`config.mk`:
```
export PLATFORM = sky130hd
export DESIGN_NAME = ffba_slot_map
export DESIGN_NICKNAME = d
export VERILOG_FILES = /design/src/hw/rtl/ffba_pkg.sv /design/src/hw/rtl/ffba_slot_map.sv
export SDC_FILE = /design/constraint.sdc
export NUM_CORES = 2
export LEC_CHECK = 0
export ABC_CLOCK_PERIOD_IN_PS = 5300
export BUFFER_PORTS_ARGS = -buffer_cell sky130_fd_sc_hd__buf_2
export CAP_MARGIN = 25
export CELL_PAD_IN_SITES_DETAIL_PLACEMENT = 0
export CELL_PAD_IN_SITES_GLOBAL_PLACEMENT = 2
export CORE_MARGIN = 4
export CORE_UTILIZATION = 50
export CTS_BUF_LIST = sky130_fd_sc_hd__clkbuf_16
export DETAILED_ROUTE_END_ITERATION = 6
export PLACE_DENSITY_LB_ADDON = 0.05
export RECOVER_POWER = 50
export SKIP_CTS_REPAIR_TIMING = 1
export SYNTH_ARGS = -nofsm -noshare
export SYNTH_HDL_FRONTEND = slang
export SYNTH_SLANG_ARGS = --single-unit
```
`constraint.sdc`:
```
create_clock -name clk_i -period 5.3 [get_ports clk_i]
set_input_delay 0.53 -clock clk_i [delete_from_list [all_inputs] [get_ports clk_i]]
set_output_delay 0.53 -clock clk_i [all_outputs]
set_load 0.02 [all_outputs]
```
`src/hw/rtl/ffba_pkg.sv`:
```
// Shared types, constants and helpers of the first-fit block allocator.
`default_nettype none

package ffba_pkg;

  // Slot map row geometry: one row of slots is scanned or written per cycle.
  localparam int ROW_BITS = 4;
  localparam int ROW_W    = 1 << ROW_BITS;

  // Owner id field width and the number of ids it can name.
  localparam int ID_W    = 8;
  localparam int ID_SPAN = 1 << ID_W;

  // Width of the seat count register and its reset value.
  localparam int          SEAT_W     = 11;
  localparam logic [10:0] SEAT_RESET = 11'd1024;

  // Width of the block length field.
  localparam int LEN_IN_W = 11;

  // Command codes.
  localparam logic CMD_ALLOC   = 1'b0;
  localparam logic CMD_RELEASE = 1'b1;

  typedef enum logic [2:0] {
    ST_IDLE,
    ST_CHECK,
    ST_SCAN,
    ST_MARK,
    ST_FINISH
  } ffba_state_e;

  // Row write request to the slot map: fill selects set or clear.
  typedef struct packed {
    logic en;
    logic fill;
  } ffba_row_wr_t;

  // Owner table update: set records an entry and marks it held, clr frees it.
  typedef struct packed {
    logic set;
    logic clr;
  } ffba_own_wr_t;

  // Bits lo up to but not including hi of one row.
  function automatic logic [ROW_W-1:0] row_mask(input logic [ROW_BITS:0] lo,
                                                input logic [ROW_BITS:0] hi);
    logic [ROW_W-1:0] m;
    for (int k = 0; k < ROW_W; k++) begin
      m[k] = ((ROW_BITS+1)'(k) >= lo) && ((ROW_BITS+1)'(k) < hi);
    end
    return m;
  endfunction

endpackage

`default_nettype wire

```
`src/hw/rtl/ffba_slot_map.sv`:
```
// Slot occupancy map: one row of slots per word, with per-row valid bits.
`default_nettype none

module ffba_slot_map #(
  parameter int NUM_ROWS = 64,
  parameter int ROW_AW   = 6
) (
  input  logic                        clk_i,
  input  logic                        rst_ni,
  input  logic                        rd_en_i,
  input  logic [ROW_AW-1:0]           rd_addr_i,
  output logic [ffba_pkg::ROW_W-1:0]  rd_row_o,
  input  ffba_pkg::ffba_row_wr_t      wr_i,
  input  logic [ROW_AW-1:0]           wr_addr_i,
  input  logic [ffba_pkg::ROW_W-1:0]  wr_mask_i
);

  logic [ffba_pkg::ROW_W-1:0] mem_q [NUM_ROWS];
  logic [NUM_ROWS-1:0]        row_valid_q;
  logic [ffba_pkg::ROW_W-1:0] rd_data_q;
  logic                       rd_valid_q;

  // A row never written reads as all free; its first write fills every bit.
  always_ff @(posedge clk_i) begin
    if (wr_i.en) begin
      for (int b = 0; b < ffba_pkg::ROW_W; b++) begin
        if (!row_valid_q[wr_addr_i] || wr_mask_i[b]) begin
          mem_q[wr_addr_i][b] <= wr_i.fill & wr_mask_i[b];
        end
      end
    end
    if (rd_en_i) begin
      rd_data_q <= mem_q[rd_addr_i];
    end
  end

  always_ff @(posedge clk_i or negedge rst_ni) begin
    if (!rst_ni) begin
      row_valid_q <= '0;
      rd_valid_q  <= 1'b0;
    end else begin
      if (wr_i.en) begin
        row_valid_q[wr_addr_i] <= 1'b1;
      end
      if (rd_en_i) begin
        rd_valid_q <= row_valid_q[rd_addr_i];
      end
    end
  end

  assign rd_row_o = rd_valid_q ? rd_data_q : '0;

endmodule

`default_nettype wire

```
# Yosys cells after proc, flatten, opt, wreduce, memory -nomap -nowiden
# Memories as Yosys holds them, arrays and structs flattened. A register that Yosys moved wholly into a read port is not among the register bits.
# Cells that the tools add are included.
# W data, S select, Z words.
# totals
ff_bits	65
mem_bits_rw	1024
input_bits	33
out_inout_bits	16
word_cells	96
n_memories	1
# classes
n_lt_le_gt_ge	3
n_mux	55
bitwise_logic	17
reduce_logical	18
# mem_list
memory	depth	width	rd	rd_clocked_by_memory_dff	write_ports	line_no	source
mem_q	64	16	1	1	1	ffba_slot_map.sv:18	logic [ffba_pkg::ROW_W-1:0] mem_q [NUM_ROWS];
# ops
operator	n
$or A64 B64 Y64	1
$mux W1	51
$and A1 B1 Y1	16
$logic_or A1 B1 Y1	16
$mux W16	1
$lt A6 B7 Y1 const B	2
$bmux W1 S6	2
$demux W1 S6	1
$ge A6 B1 Y1 const B	1
$logic_and A1 B1 Y1	1
$logic_not A1 Y1	1

# Depth between registers and ports, before layout
# logic_depth
ltp_word	7
ltp_mapped	12
ltp_nobuf	6

# Worst setup path before layout
# OpenSTA, ideal clock, no wires.
# synth_path
path_type	input port to flip-flop
from	in rd_addr_i[0]
to	reg rd_data_q[10] (netlist bit) (read register of mem_q), data pin
setup_time_ps	259
arrival_ps	2597
required_time_ps	5041
path_slack_ps	2444
cell_stages	7
n_path_buf	3
cell_sequence	clkbuf_1 -> buf_2 -> buf_2 -> mux4_2 -> mux4_2 -> a22oi_1 -> nand2_1
# synth_rtl
item	line_no	source
start: declaration	ffba_slot_map.sv:11	input logic [ROW_AW-1:0] rd_addr_i,
end: declaration	ffba_slot_map.sv:20	logic [ffba_pkg::ROW_W-1:0] rd_data_q;

# Final worst setup path
# layout_path
from	in wr_addr_i[1]
to	mem mem_q[2][2] (netlist bit), enable pin
# layout_between
elab_chain_cells	7
# layout_rtl
item	line_no	source
start: declaration	ffba_slot_map.sv:14	input logic [ROW_AW-1:0] wr_addr_i,
$bmux W1 S6	ffba_slot_map.sv:27	if (!row_valid_q[wr_addr_i] || wr_mask_i[b]) begin
$mux W1 (not written as such)	ffba_slot_map.sv:27	
$logic_not A1 Y1	ffba_slot_map.sv:27	
$logic_or A1 B1 Y1	ffba_slot_map.sv:27	
$mux W1	ffba_slot_map.sv:27	
$mux W1	ffba_slot_map.sv:25	if (wr_i.en) begin
$mux W1 (not written as such)	ffba_slot_map.sv:28	mem_q[wr_addr_i][b] <= wr_i.fill & wr_mask_i[b];
end: declaration	ffba_slot_map.sv:18	
# Parallel ways exist; a longest one is shown, timed or not. The select of a mux whose other input is x is not followed.

==> results.json <==
{
  "status": "finished, violations left",
  "violations": "max-capacitance violations, max-slew violations",
  "use_met2_pct": 43.8,
  "finalSetupTns_ns": 0,
  "hold_path_class": "input pin to flop",
  "setup_viol": 0,
  "min_period_ns": 4.05,
  "ant_nets": 0,
  "cp-start-kind": "input pin",
  "fp.dieH_um": 321,
  "rsz0062_at_grt": "false",
  "fp-row-count": 114,
  "drt_iter0_drc": 3010,
  "max_cap_violations": 22,
  "dieWidth_um": 321,
  "io_pins": 49,
  "cp-end-kind": "flop",
  "p_int_w": 0.0146,
  "clock_sinks": 1105,
  "clockBufferDepth": 3,
  "antenna_found_initial": 1,
  "nets": 3132,
  "grt_use_total_pct": 26.7,
  "maxSlewViolCount": 878,
  "final_cell_mix": "1,040 x edfxtp_1, 804 x nor2_1, 340 x mux4_2",
  "cts_tree": "yes",
  "p_sw_w": 0.00433,
  "swShare_pct": 22.9,
  "coreArea_um2": 96900,
  "grt-ovfl-total": 0,
  "first_pass_iters": 5,
  "ff2ff_path_depth": 8,
  "postPlaceCellArea_um2": 50200,
  "ys_async_sr_fraction_pct": 5.88,
  "yosys_most_used_dff": "edfxtp_1",
  "min_period_over_period_pct": 76.4,
  "seqPwrFrac_pct": 51.9,
  "grt_first_pass_wirelength_um": 194000,
  "yosysUniqueCellTypes": 51,
  "htreeDepth": 3,
  "initial_core_util_pct": 50.5,
  "finalHoldViolCount": 0,
  "holdPathStages": 2,
  "finalClockSkew_ns": 0.0169,
  "gr-usage-met3_pct": 5.72,
  "critical_path_class": "input pin to flop",
  "cp.required_ns": 5.67,
  "netlist_area_um2": 48900,
  "cts_buffers": 116,
  "hpwl_um": 76600,
  "ys_seq_area_share_pct": 67.2,
  "comb_power_share_pct": 7.5,
  "routed_wl_um": 135000,
  "syn_avg_cell_area_um2": 15.8,
  "clkPwrFrac_pct": 40.6,
  "ys_ff_latch": 1105,
  "drive_gt1_share_pct": 28.9,
  "io_buffers": 48,
  "root_buffer": "clkbuf_16",
  "fmax_mhz": 247,
  "viasPerCell": 6.07,
  "yosys_warnings": 0,
  "syn_nets": 3119,
  "critical_path_arrival_ns": 4.42,
  "grt_max_degree": 75,
  "syn_to_final_growth_pct": 10.2,
  "tightest_slew_ns": 3.57,
  "path_clk_slew_ns": 0.06,
  "gp_congestion": 0.800,
  "netlist_instances": 3086,
  "busiest_layer": "met2",
  "pwr_density_cell_nw_per_um2": 351,
  "clock_latency_ns": 0.69,
  "avgRoutedWirePerCell_um": 30.3,
  "nFillCells": 7802,
  "stdcell_area_um2": 53800,
  "slew_headroom_pct": -138,
  "vias": 27200,
  "synth_edf_count": 1040,
  "grt_use_met1_pct": 36.5,
  "die-area_um2": 103000,
  "path_max_fanout": 33,
  "drc": 0,
  "p_leak_nw": 18.0,
  "ir_drop_v": 0.000266,
  "grt_pass1_vias": 27700,
  "layout_commonest_cell": "edfxtp_1"
}
[through the flow]
step | hold slack (ns) | total power [W] | util [%] | setup WS (ns) | cells
2_1_floorplan | 0.234 | 0.0110 | - | 2.44 | 3086
3_3_place_gp | 0.450 | 0.0114 | 51.8 | 1.12 | 4237
3_5_place_dp | 0.469 | 0.0114 | 51.8 | 1.13 | 4239
4_1_cts | 0.0195 | 0.0191 | 55.5 | 1.85 | 4452
5_1_grt | 0.267 | 0.0196 | 55.6 | 1.00 | 4470
6_report | 0.290 | 0.0189 | 55.6 | 1.25 | 4473
[worst max-delay path, stage by stage]
cell and delay, ns:
clkbuf_1 0.97, buf_4 0.39, mux2i_1 0.23, o221ai_1 0.14, o31a_1 0.31, a22oi_4 0.60
buf_4 0.28, a31oi_4 0.35, buf_4 0.40, nor2_1 0.17
[layer usage]
layer | wire [um] | vias to the layer above
met4 | 3710 | 2
met1 | 54300 | 14400
li1 | - | 11500
met5 | 13 | -
met3 | 11400 | 193
met2 | 66100 | 1073
[worst paths after layout]
kind | startpoint | endpoint | slack, ns
setup / recovery | wr_addr_i[1] | mem_q[2][2] | 1.25
hold / removal | wr_mask_i[13] | mem_q[42][13] | 0.29
setup reg to reg | row_valid_q[58] | mem_q[2][2] | 1.87
hold reg to reg | row_valid_q[28] | row_valid_q[28] | 0.48
max in group asynchronous | rst_ni | row_valid_q[56] | 2.12
min in group asynchronous | rst_ni | row_valid_q[40] | 1.15
[registers in the layout, summed over array words and instances, names as in the netlist]
signal / flops
mem_q: 1024
rd_valid_q: 1
row_valid_q: 64
rd_data_q: 16
[synthesized netlist by cell type, drive strengths merged, types with 2 or more instances]
| cell | number | share of area (%) |
|---|---|---|
| mux4 | 340 | 16 |
| and2 | 34 | 0.44 |
| inv | 4 | 0.031 |
| and3 | 3 | 0.038 |
| clkbuf | 116 | 0.89 |
| edfxtp | 1040 | 64 |
| a31oi | 18 | 0.61 |
| nor2 | 1038 | 9.2 |
| or3b | 3 | 0.054 |
| nand2 | 84 | 0.65 |
| nand3 | 7 | 0.072 |
| mux2i | 14 | 0.29 |
| nor2b | 11 | 0.14 |
| o21ai | 4 | 0.041 |
| a221oi | 2 | 0.036 |
| nand2b | 69 | 0.88 |
| nand3b | 2 | 0.031 |
| nor3 | 10 | 0.10 |
| dfrtp | 65 | 3.3 |
| o221ai | 4 | 0.085 |
| buf | 151 | 2.4 |
| nor3b | 2 | 0.031 |
| mux2 | 8 | 0.18 |
| a22oi | 27 | 0.44 |
| a21oi | 10 | 0.10 |
| a211oi | 6 | 0.092 |
| and3b | 2 | 0.036 |
[kinds of logic (layout without fill, tap and decap cells)]
group	count (synthesis)	in the layout	share of synthesized area, %
mux	362	362	16.1
flops	1105	1105	67.2
buf+inv	271	379	3.31
other cells	0	3	0
compound gates	80	80	1.61
simple gates	1268	1268	11.7
[power groups by stage]
| stage | Clock (W) | Combinational (W) | Sequential, W |
|---|---|---|---|
| 6_report | 0.00767 | 0.00142 | 0.00983 |
| 3_3_place_gp | 0 | 0.00138 | 0.00999 |
| 4_1_cts | 0.00782 | 0.00142 | 0.00982 |
| 3_5_place_dp | 0 | 0.00142 | 0.0100 |
| 2_1_floorplan | 0 | 0.00103 | 0.00994 |
| 5_1_grt | 0.00819 | 0.00152 | 0.00984 |
[area by class of cell]
type	instances	area, um2	area share [%]
sequential	1105	32900	61.0
multi-input combinational	1710	14500	26.9
clock buffer	122	3050	5.67
tap	1276	1600	2.96
timing repair buffer	162	1270	2.36
clock inverter	91	547	1.02
inverter	4	15.0	0.0279
antenna	3	7.51	0.0139
No activity file was read; power rests on OpenSTA's default activity.
