<file path="config.mk">
export PLATFORM = sky130hd
export DESIGN_NAME = ffba_run_unit
export DESIGN_NICKNAME = d
export VERILOG_FILES = /design/src/hw/rtl/ffba_pkg.sv /design/src/hw/rtl/ffba_run_unit.sv
export SDC_FILE = /design/constraint.sdc
export NUM_CORES = 1
export LEC_CHECK = 0
export BUFFER_PORTS_ARGS = -buffer_cell sky130_fd_sc_hd__buf_2
export CAP_MARGIN = 0
export CELL_PAD_IN_SITES_DETAIL_PLACEMENT = 0
export CELL_PAD_IN_SITES_GLOBAL_PLACEMENT = 1
export CORE_MARGIN = 2
export CORE_UTILIZATION = 50
export DETAILED_ROUTE_END_ITERATION = 6
export MAX_ROUTING_LAYER = met4
export PLACE_DENSITY = 0.93
export SLEW_MARGIN = 10
export SYNTH_ARGS = -nofsm -noshare
export SYNTH_HDL_FRONTEND = slang
export SYNTH_SLANG_ARGS = --single-unit
</file>
<file path="constraint.sdc">
create_clock -name vclk -period 17.17
set_clock_uncertainty 0.1 [all_clocks]
set_input_delay 0.8585 -clock vclk [all_inputs]
set_output_delay 0.8585 -clock vclk [all_outputs]
set_load 0.05 [all_outputs]
</file>
<file path="src/hw/rtl/ffba_pkg.sv">
// Shared types, constants and helpers of the first-fit block allocator.
`default_nettype none

package ffba_pkg;

  // Slot map row geometry: one row of slots is scanned or written per cycle.
  localparam int ROW_BITS = 4;
  localparam int ROW_W    = 1 << ROW_BITS;

  // Owner id field width and the number of ids it can name.
  localparam int ID_W    = 8;
  localparam int ID_SPAN = 1 << ID_W;

  // Width of the seat count register and its reset value.
  localparam int          SEAT_W     = 11;
  localparam logic [10:0] SEAT_RESET = 11'd1024;

  // Width of the block length field.
  localparam int LEN_IN_W = 11;

  // Command codes.
  localparam logic CMD_ALLOC   = 1'b0;
  localparam logic CMD_RELEASE = 1'b1;

  typedef enum logic [2:0] {
    ST_IDLE,
    ST_CHECK,
    ST_SCAN,
    ST_MARK,
    ST_FINISH
  } ffba_state_e;

  // Row write request to the slot map: fill selects set or clear.
  typedef struct packed {
    logic en;
    logic fill;
  } ffba_row_wr_t;

  // Owner table update: set records an entry and marks it held, clr frees it.
  typedef struct packed {
    logic set;
    logic clr;
  } ffba_own_wr_t;

  // Bits lo up to but not including hi of one row.
  function automatic logic [ROW_W-1:0] row_mask(input logic [ROW_BITS:0] lo,
                                                input logic [ROW_BITS:0] hi);
    logic [ROW_W-1:0] m;
    for (int k = 0; k < ROW_W; k++) begin
      m[k] = ((ROW_BITS+1)'(k) >= lo) && ((ROW_BITS+1)'(k) < hi);
    end
    return m;
  endfunction

endpackage

`default_nettype wire

</file>
<file path="src/hw/rtl/ffba_run_unit.sv">
// Row scan unit: extends the free run over one row and finds the first fit.
`default_nettype none

module ffba_run_unit #(
  parameter int POS_W = 11
) (
  input  logic [ffba_pkg::ROW_W-1:0] row_i,
  input  logic [POS_W-1:0]           base_i,
  input  logic [POS_W-1:0]           limit_i,
  input  logic [POS_W-1:0]           carry_i,
  input  logic [POS_W-1:0]           len_i,
  output logic                       hit_o,
  output logic [POS_W-2:0]           start_o,
  output logic [POS_W-1:0]           carry_o,
  output logic                       last_o
);

  logic [POS_W-1:0]              rem_slots;
  logic [ffba_pkg::ROW_W-1:0]    free;
  logic [POS_W-1:0]              run [ffba_pkg::ROW_W];
  logic [ffba_pkg::ROW_BITS-1:0] hit_k;

  always_comb begin : run_calc
    logic                          seen;
    logic [ffba_pkg::ROW_BITS-1:0] last_taken;
    rem_slots = limit_i - base_i;
    // Slots past the usable count count as taken.
    for (int k = 0; k < ffba_pkg::ROW_W; k++) begin
      free[k] = !row_i[k] && (rem_slots > POS_W'(k));
    end
    // Run length ending at each slot: from the nearest taken slot, or the carry.
    for (int k = 0; k < ffba_pkg::ROW_W; k++) begin
      seen       = 1'b0;
      last_taken = '0;
      for (int j = 0; j <= k; j++) begin
        if (!free[j]) begin
          seen       = 1'b1;
          last_taken = ffba_pkg::ROW_BITS'(j);
        end
      end
      run[k] = seen ? POS_W'(ffba_pkg::ROW_BITS'(k) - last_taken)
                    : carry_i + POS_W'(k + 1);
    end
    // Lowest slot whose run reaches the length closes the first fit.
    hit_o = 1'b0;
    hit_k = '0;
    for (int k = ffba_pkg::ROW_W - 1; k >= 0; k--) begin
      if (run[k] >= len_i) begin
        hit_o = 1'b1;
        hit_k = ffba_pkg::ROW_BITS'(k);
      end
    end
  end

  assign start_o = (POS_W-1)'(base_i + POS_W'(hit_k) + POS_W'(1) - len_i);
  assign carry_o = run[ffba_pkg::ROW_W-1];
  assign last_o  = rem_slots <= POS_W'(ffba_pkg::ROW_W);

endmodule

`default_nettype wire

</file>
# After elaboration in Yosys (flattened, before gate mapping)
# Cells that the tools add are included.
dict set report totals {
  mem_count 0
  reg_bits 0
  romBits 0
  elab_cells 179
  latch_bits 0
  output_inout_bits 23
  ramBits 0
}
dict set report op_classes {
  shifts 0
  reduce_logical 32
  div 0
  mux 79
  n_addsub 35
  n_lt_le_gt_ge 33
  multipliers 0
  bitwise_logic 0
  n_eq_ne 0
}
# cell n
set ops {}
lappend ops {{greater-or-equal comparator 11 bit} 16}
lappend ops {{2-to-1 mux 11 bit} 16}
lappend ops {{2-to-1 mux 4 bit} 30}
lappend ops {{adder 11 x 4 -> 11 bit (second input constant)} 8}
lappend ops {{greater-than comparator 11 x 4 -> 1 bit (second input constant)} 8}
lappend ops {{adder 11 x 3 -> 11 bit (second input constant)} 4}
lappend ops {{greater-than comparator 11 x 3 -> 1 bit (second input constant)} 4}
lappend ops {{subtractor 4 x 4 -> 5 bit (first input constant)} 8}
lappend ops {{2-to-1 mux 1 bit} 33}
lappend ops {{adder 11 x 2 -> 11 bit (second input constant)} 2}
lappend ops {{greater-than comparator 11 x 1 -> 1 bit (second input constant)} 2}
lappend ops {{greater-than comparator 11 x 2 -> 1 bit (second input constant)} 2}
lappend ops {{subtractor 3 x 4 -> 5 bit (first input constant)} 4}
lappend ops {{logical AND 1 bit} 16}
lappend ops {{zero test 1 bit} 16}
lappend ops {{adder 11 x 1 -> 11 bit (second input constant)} 1}
lappend ops {{adder 11 x 5 -> 11 bit (second input constant)} 1}
lappend ops {{<= comparator 11 x 5 -> 1 bit (second input constant)} 1}
lappend ops {{subtractor 11 bit} 1}
lappend ops {{adder 10 x 1 -> 10 bit (second input constant)} 1}
lappend ops {{adder 10 x 4 -> 10 bit} 1}
lappend ops {{subtractor 10 bit} 1}
lappend ops {{subtractor 2 x 4 -> 5 bit (first input constant)} 2}
lappend ops {{subtractor 1 x 4 -> 5 bit (first input constant)} 1}

# Logic depth before layout (Yosys ltp)
dict set report depth {
  ltp_word 40
  ltp_mapped 41
  ltp_nobuf 39
}

# Least setup slack after synthesis
# No wires, ideal clock.
dict set report synth_path {
  path_type {input to output}
  from {input port base_i[2]}
  to {output port start_o[9]}
  t_arrival_ns 9.736
  t_required_ns 16.211
  setup_slack_ns 6.476
  cell_stages 36
  path_buffers 2
  path_cell_list {inv_1 ha_1 nor2b_1 o31a_1 or4b_1 o2111ai_2 nor2_2 and4_1 buf_6 buf_2 a211oi_1 o211ai_1 a21oi_1 o22ai_1 nor4_1 ha_1 a21oi_1 a21oi_1 a211oi_1 o21ai_0 a21oi_1 o21ai_0 a21oi_1 o22a_1 o21ai_0 a31oi_1 fa_1 inv_1 ha_1 and4_1 a21boi_0 a221oi_1 a211oi_1 o21a_1 o2111a_1 a211oi_1}
}
dict set report synth_via {
  elab_chain_cells 40
  elab_cells_between_ends 130
  cone_classes {19 x add/sub; 32 x order compare; 63 x mux; 16 x reduce/logical}
}
# item line_no
set synth_lines {}
lappend synth_lines {{start: declaration} ffba_run_unit.sv:8} ;# input logic [POS_W-1:0] base_i,
lappend synth_lines {{subtractor 11 bit (*)} ffba_run_unit.sv:26} ;# rem_slots = limit_i - base_i;
lappend synth_lines {{greater-than comparator 11 x 1 -> 1 bit} ffba_run_unit.sv:29} ;# free[k] = !row_i[k] && (rem_slots > POS_W'(k));
lappend synth_lines {{logical AND 1 bit} ffba_run_unit.sv:29}
lappend synth_lines {{2-to-1 mux 1 bit} ffba_run_unit.sv:36} ;# if (!free[j]) begin
lappend synth_lines {{2-to-1 mux 4 bit or 2-to-1 mux 1 bit (tied branches) (14 in series)} ffba_run_unit.sv:36}
lappend synth_lines {{subtractor 4 x 4 -> 5 bit or 2-to-1 mux 1 bit (tied branches)} {ffba_run_unit.sv:41, ffba_run_unit.sv:36}}
lappend synth_lines {{2-to-1 mux 11 bit (*)} ffba_run_unit.sv:41} ;# run[k] = seen ? POS_W'(ffba_pkg::ROW_BITS'(k) - last_taken)
lappend synth_lines {{via carry_o[1]} ffba_run_unit.sv:14} ;# output logic [POS_W-1:0] carry_o,
lappend synth_lines {{greater-or-equal comparator 11 bit (*)} ffba_run_unit.sv:48} ;# if (run[k] >= len_i) begin
lappend synth_lines {{2-to-1 mux 4 bit (*) (16 in series)} ffba_run_unit.sv:48}
lappend synth_lines {{adder 10 x 4 -> 10 bit (*)} ffba_run_unit.sv:55} ;# assign start_o = (POS_W-1)'(base_i + POS_W'(hit_k) + POS_W'(1) - len_i);
lappend synth_lines {{adder 10 x 1 -> 10 bit (*)} ffba_run_unit.sv:55}
lappend synth_lines {{subtractor 10 bit (*)} ffba_run_unit.sv:55}
lappend synth_lines {{end: declaration} ffba_run_unit.sv:13} ;# output logic [POS_W-2:0] start_o,
# Mark *: on every way through the listed nets, which the timed path passes. The rest lies on a longest branch.

# Final worst setup path
dict set report layout_path {
  from {input port base_i[2]}
  to {output port start_o[9]}
}
dict set report layout_via {
  elab_chain_cells 40
  elab_cells_between_ends 130
  cone_classes {19 x add/sub; 32 x order compare; 63 x mux; 16 x reduce/logical}
}
# item line_no
set layout_lines {}
lappend layout_lines {{subtractor 11 bit} ffba_run_unit.sv:26}
lappend layout_lines {{greater-than comparator 11 x 1 -> 1 bit} ffba_run_unit.sv:29}
lappend layout_lines {{logical AND 1 bit} ffba_run_unit.sv:29}
lappend layout_lines {{2-to-1 mux 1 bit} ffba_run_unit.sv:36}
lappend layout_lines {{2-to-1 mux 4 bit or 2-to-1 mux 1 bit (tied branches) (14 in series)} ffba_run_unit.sv:36}
lappend layout_lines {{subtractor 4 x 4 -> 5 bit or 2-to-1 mux 1 bit (tied branches)} {ffba_run_unit.sv:41, ffba_run_unit.sv:36}}
lappend layout_lines {{2-to-1 mux 11 bit} ffba_run_unit.sv:41}
lappend layout_lines {{greater-or-equal comparator 11 bit} ffba_run_unit.sv:48}
lappend layout_lines {{2-to-1 mux 4 bit (16 in series)} ffba_run_unit.sv:48}
lappend layout_lines {{adder 10 x 4 -> 10 bit (*)} ffba_run_unit.sv:55}
lappend layout_lines {{adder 10 x 1 -> 10 bit (*)} ffba_run_unit.sv:55}
lappend layout_lines {{subtractor 10 bit (*)} ffba_run_unit.sv:55}
# Every way passes the cells marked *; elsewhere a longest branch is shown, timed or not.

==> flow_metrics.env <==
export IMPL_status="complete, no violations"
export IMPL_stdcell_count=1529
export IMPL_fp_dieH_microns=136.9
export IMPL_drive_gt1_share_pct=8.129
export IMPL_synth_cells=1256
export IMPL_regArea_sq_um=0
export IMPL_startpoint_type="primary input"
export IMPL_tightest_slew_ps=1204
export IMPL_n_antenna_cell=0
export IMPL_grt_ovfl_total=0
export IMPL_clkbuf_count=0
export IMPL_numPortBuffers=83
export IMPL_initial_core_util_pct=51.08
export IMPL_syn_num_nets=1547
export IMPL_hold_violations=0
export IMPL_post_drt_wl_per_cell_microns=19.97
export IMPL_finalSetupViolCount=0
export IMPL_tns_ps=0
export IMPL_peakVddDrop_v=0.0001083
export IMPL_syn2layout_area_growth_pct=6.486
export IMPL_finalPower_mw=0.3302
export IMPL_drtPass1Iterations=5
export IMPL_critPathKind="primary input to output pin"
export IMPL_slew_violations=0
export IMPL_rsz0062_at_grt="false"
export IMPL_grt_pass1_wl_microns=46710
export IMPL_cp_max_fo=16
export IMPL_layout_common_cells="ha_1 (226), nor2_1 (190), a21oi_1 (115), nand2_1 (93), xnor2_1 (87)"
export IMPL_track_usage_pct=32.74
export IMPL_first_global_vias=8785
export IMPL_powerDensity_nw_per_um2=35.10
export IMPL_cpPeakStageDelay_ps=1100
export IMPL_rows=48
export IMPL_cp_required_ps=16210
export IMPL_final_common_cell="ha_1"
export IMPL_io_pins=83
export IMPL_fp_dieW_microns=136.9
export IMPL_end_kind="output pin"
export IMPL_design_seq_count=0
export IMPL_post_cts_resized=0
export IMPL_dp_hpwl_microns=23770
export IMPL_grt_max_degree=28
export IMPL_gp_congestion=1.012
export IMPL_post_cts_buffers=0
export IMPL_syn_mean_instance_area_sq_um=7.034
export IMPL_fmax_mhz=88.06
export IMPL_wirelength_microns=30530
export IMPL_cts_hold_buf=0
export IMPL_max_cap_violations=0
export IMPL_p_leak_nw=4.553
export IMPL_antenna_found_initial=0
export IMPL_drtAntennaViolNets=0
export IMPL_vias=9643
export IMPL_final_util_pct=54.39
export IMPL_finalCriticalPeriod_ps=11360
export IMPL_relSlewSlack_pct=19.13
export IMPL_nets=1597
export IMPL_dp_cells=1529
export IMPL_yosysSeqAreaShare_pct=0
export IMPL_yosys_warnings=0
export IMPL_drt_iter0_markers=654
export IMPL_core_sq_um=17300
export IMPL_drc=0
export IMPL_period_share_pct=66.14
export IMPL_min_path_type="primary input to output pin"
export IMPL_setup_ws_ps=5814
export IMPL_syn_area_sq_um=8835
export IMPL_pre_cts_slack_ps=5965
export IMPL_crit_slowest_cell="nor3_1"
export IMPL_synth_distinct_cells=70
export IMPL_arrival_ps=10400
export IMPL_dieArea_sq_um=18750
export IMPL_via_per_inst=6.307
Yosys cell counts, types with 23 or more instances:
master,instances,area [sq um]
a21o_1,24,180.2
a21oi_1,115,575.6
clkbuf_1,37,138.9
ha_1,226,2828
inv_1,50,187.7
nand2_1,93,349.1
nand3_1,28,140.1
nor2_1,190,713.2
nor2b_1,23,143.9
nor3_1,24,120.1
o21ai_0,74,370.4
xnor2_1,87,762.0
xor2_1,45,394.1
layout make-up:
type               count  area (sq um)
fillers             1786          7889
well taps            225         281.5
multi-input cells   1161          8452
inverters             51         191.4
repair buffers        92         483.0
report_power, final:
part           switching [mW]  internal, mW  leakage (nW)  total (mW)
Combinational           0.219         0.112          4.55       0.330
Sequential                  0             0             0           0
Clock                       0             0             0           0
worst max-delay path, delay by kind of cell:
family / cells / cell delay [ps]
simple gates: 11 / 3990
compound gates: 18 / 3800
fa+ha+maj: 4 / 1210
buf+inv: 4 / 530
metrics by stage:
| stage | cell area [sq um] | hold WS, ps |
|---|---|---|
| after floorplan | 8835 | 1810 |
| after global placement | 9408 | 2010 |
| after detailed placement | 9408 | 2013 |
| after CTS | 9408 | 2014 |
| after global routing | 9408 | 2024 |
| final | 9408 | 2015 |
worst paths after layout:
path	startpoint	endpoint	slack, ps	cells past startpoint
hold / removal	row_i[15]	carry_o[1]	2010	3
setup / recovery	base_i[2]	start_o[9]	5810	37
cells by family after synthesis:
family | count (synthesis) | synth area share, %
and+or+nand+nor | 446 | 23.51
adders and majority gates | 231 | 33.14
AOI/OAI and AO/OA | 343 | 24.90
muxes | 9 | 1.034
xor gates and xnor gates | 132 | 13.09
buffers and inverters | 95 | 4.333
per-layer routing:
layer	track usage (%)	vias up	wire length (microns)	share of wire, %
li1	-	4651	-	-
met3	2.630	90	2384	7.8
met5	-	-	0	0
met1	41.83	4479	12990	43
met4	13.97	0	1464	4.8
met2	52.93	423	13700	45
No activity file was read; power rests on OpenSTA's default activity.
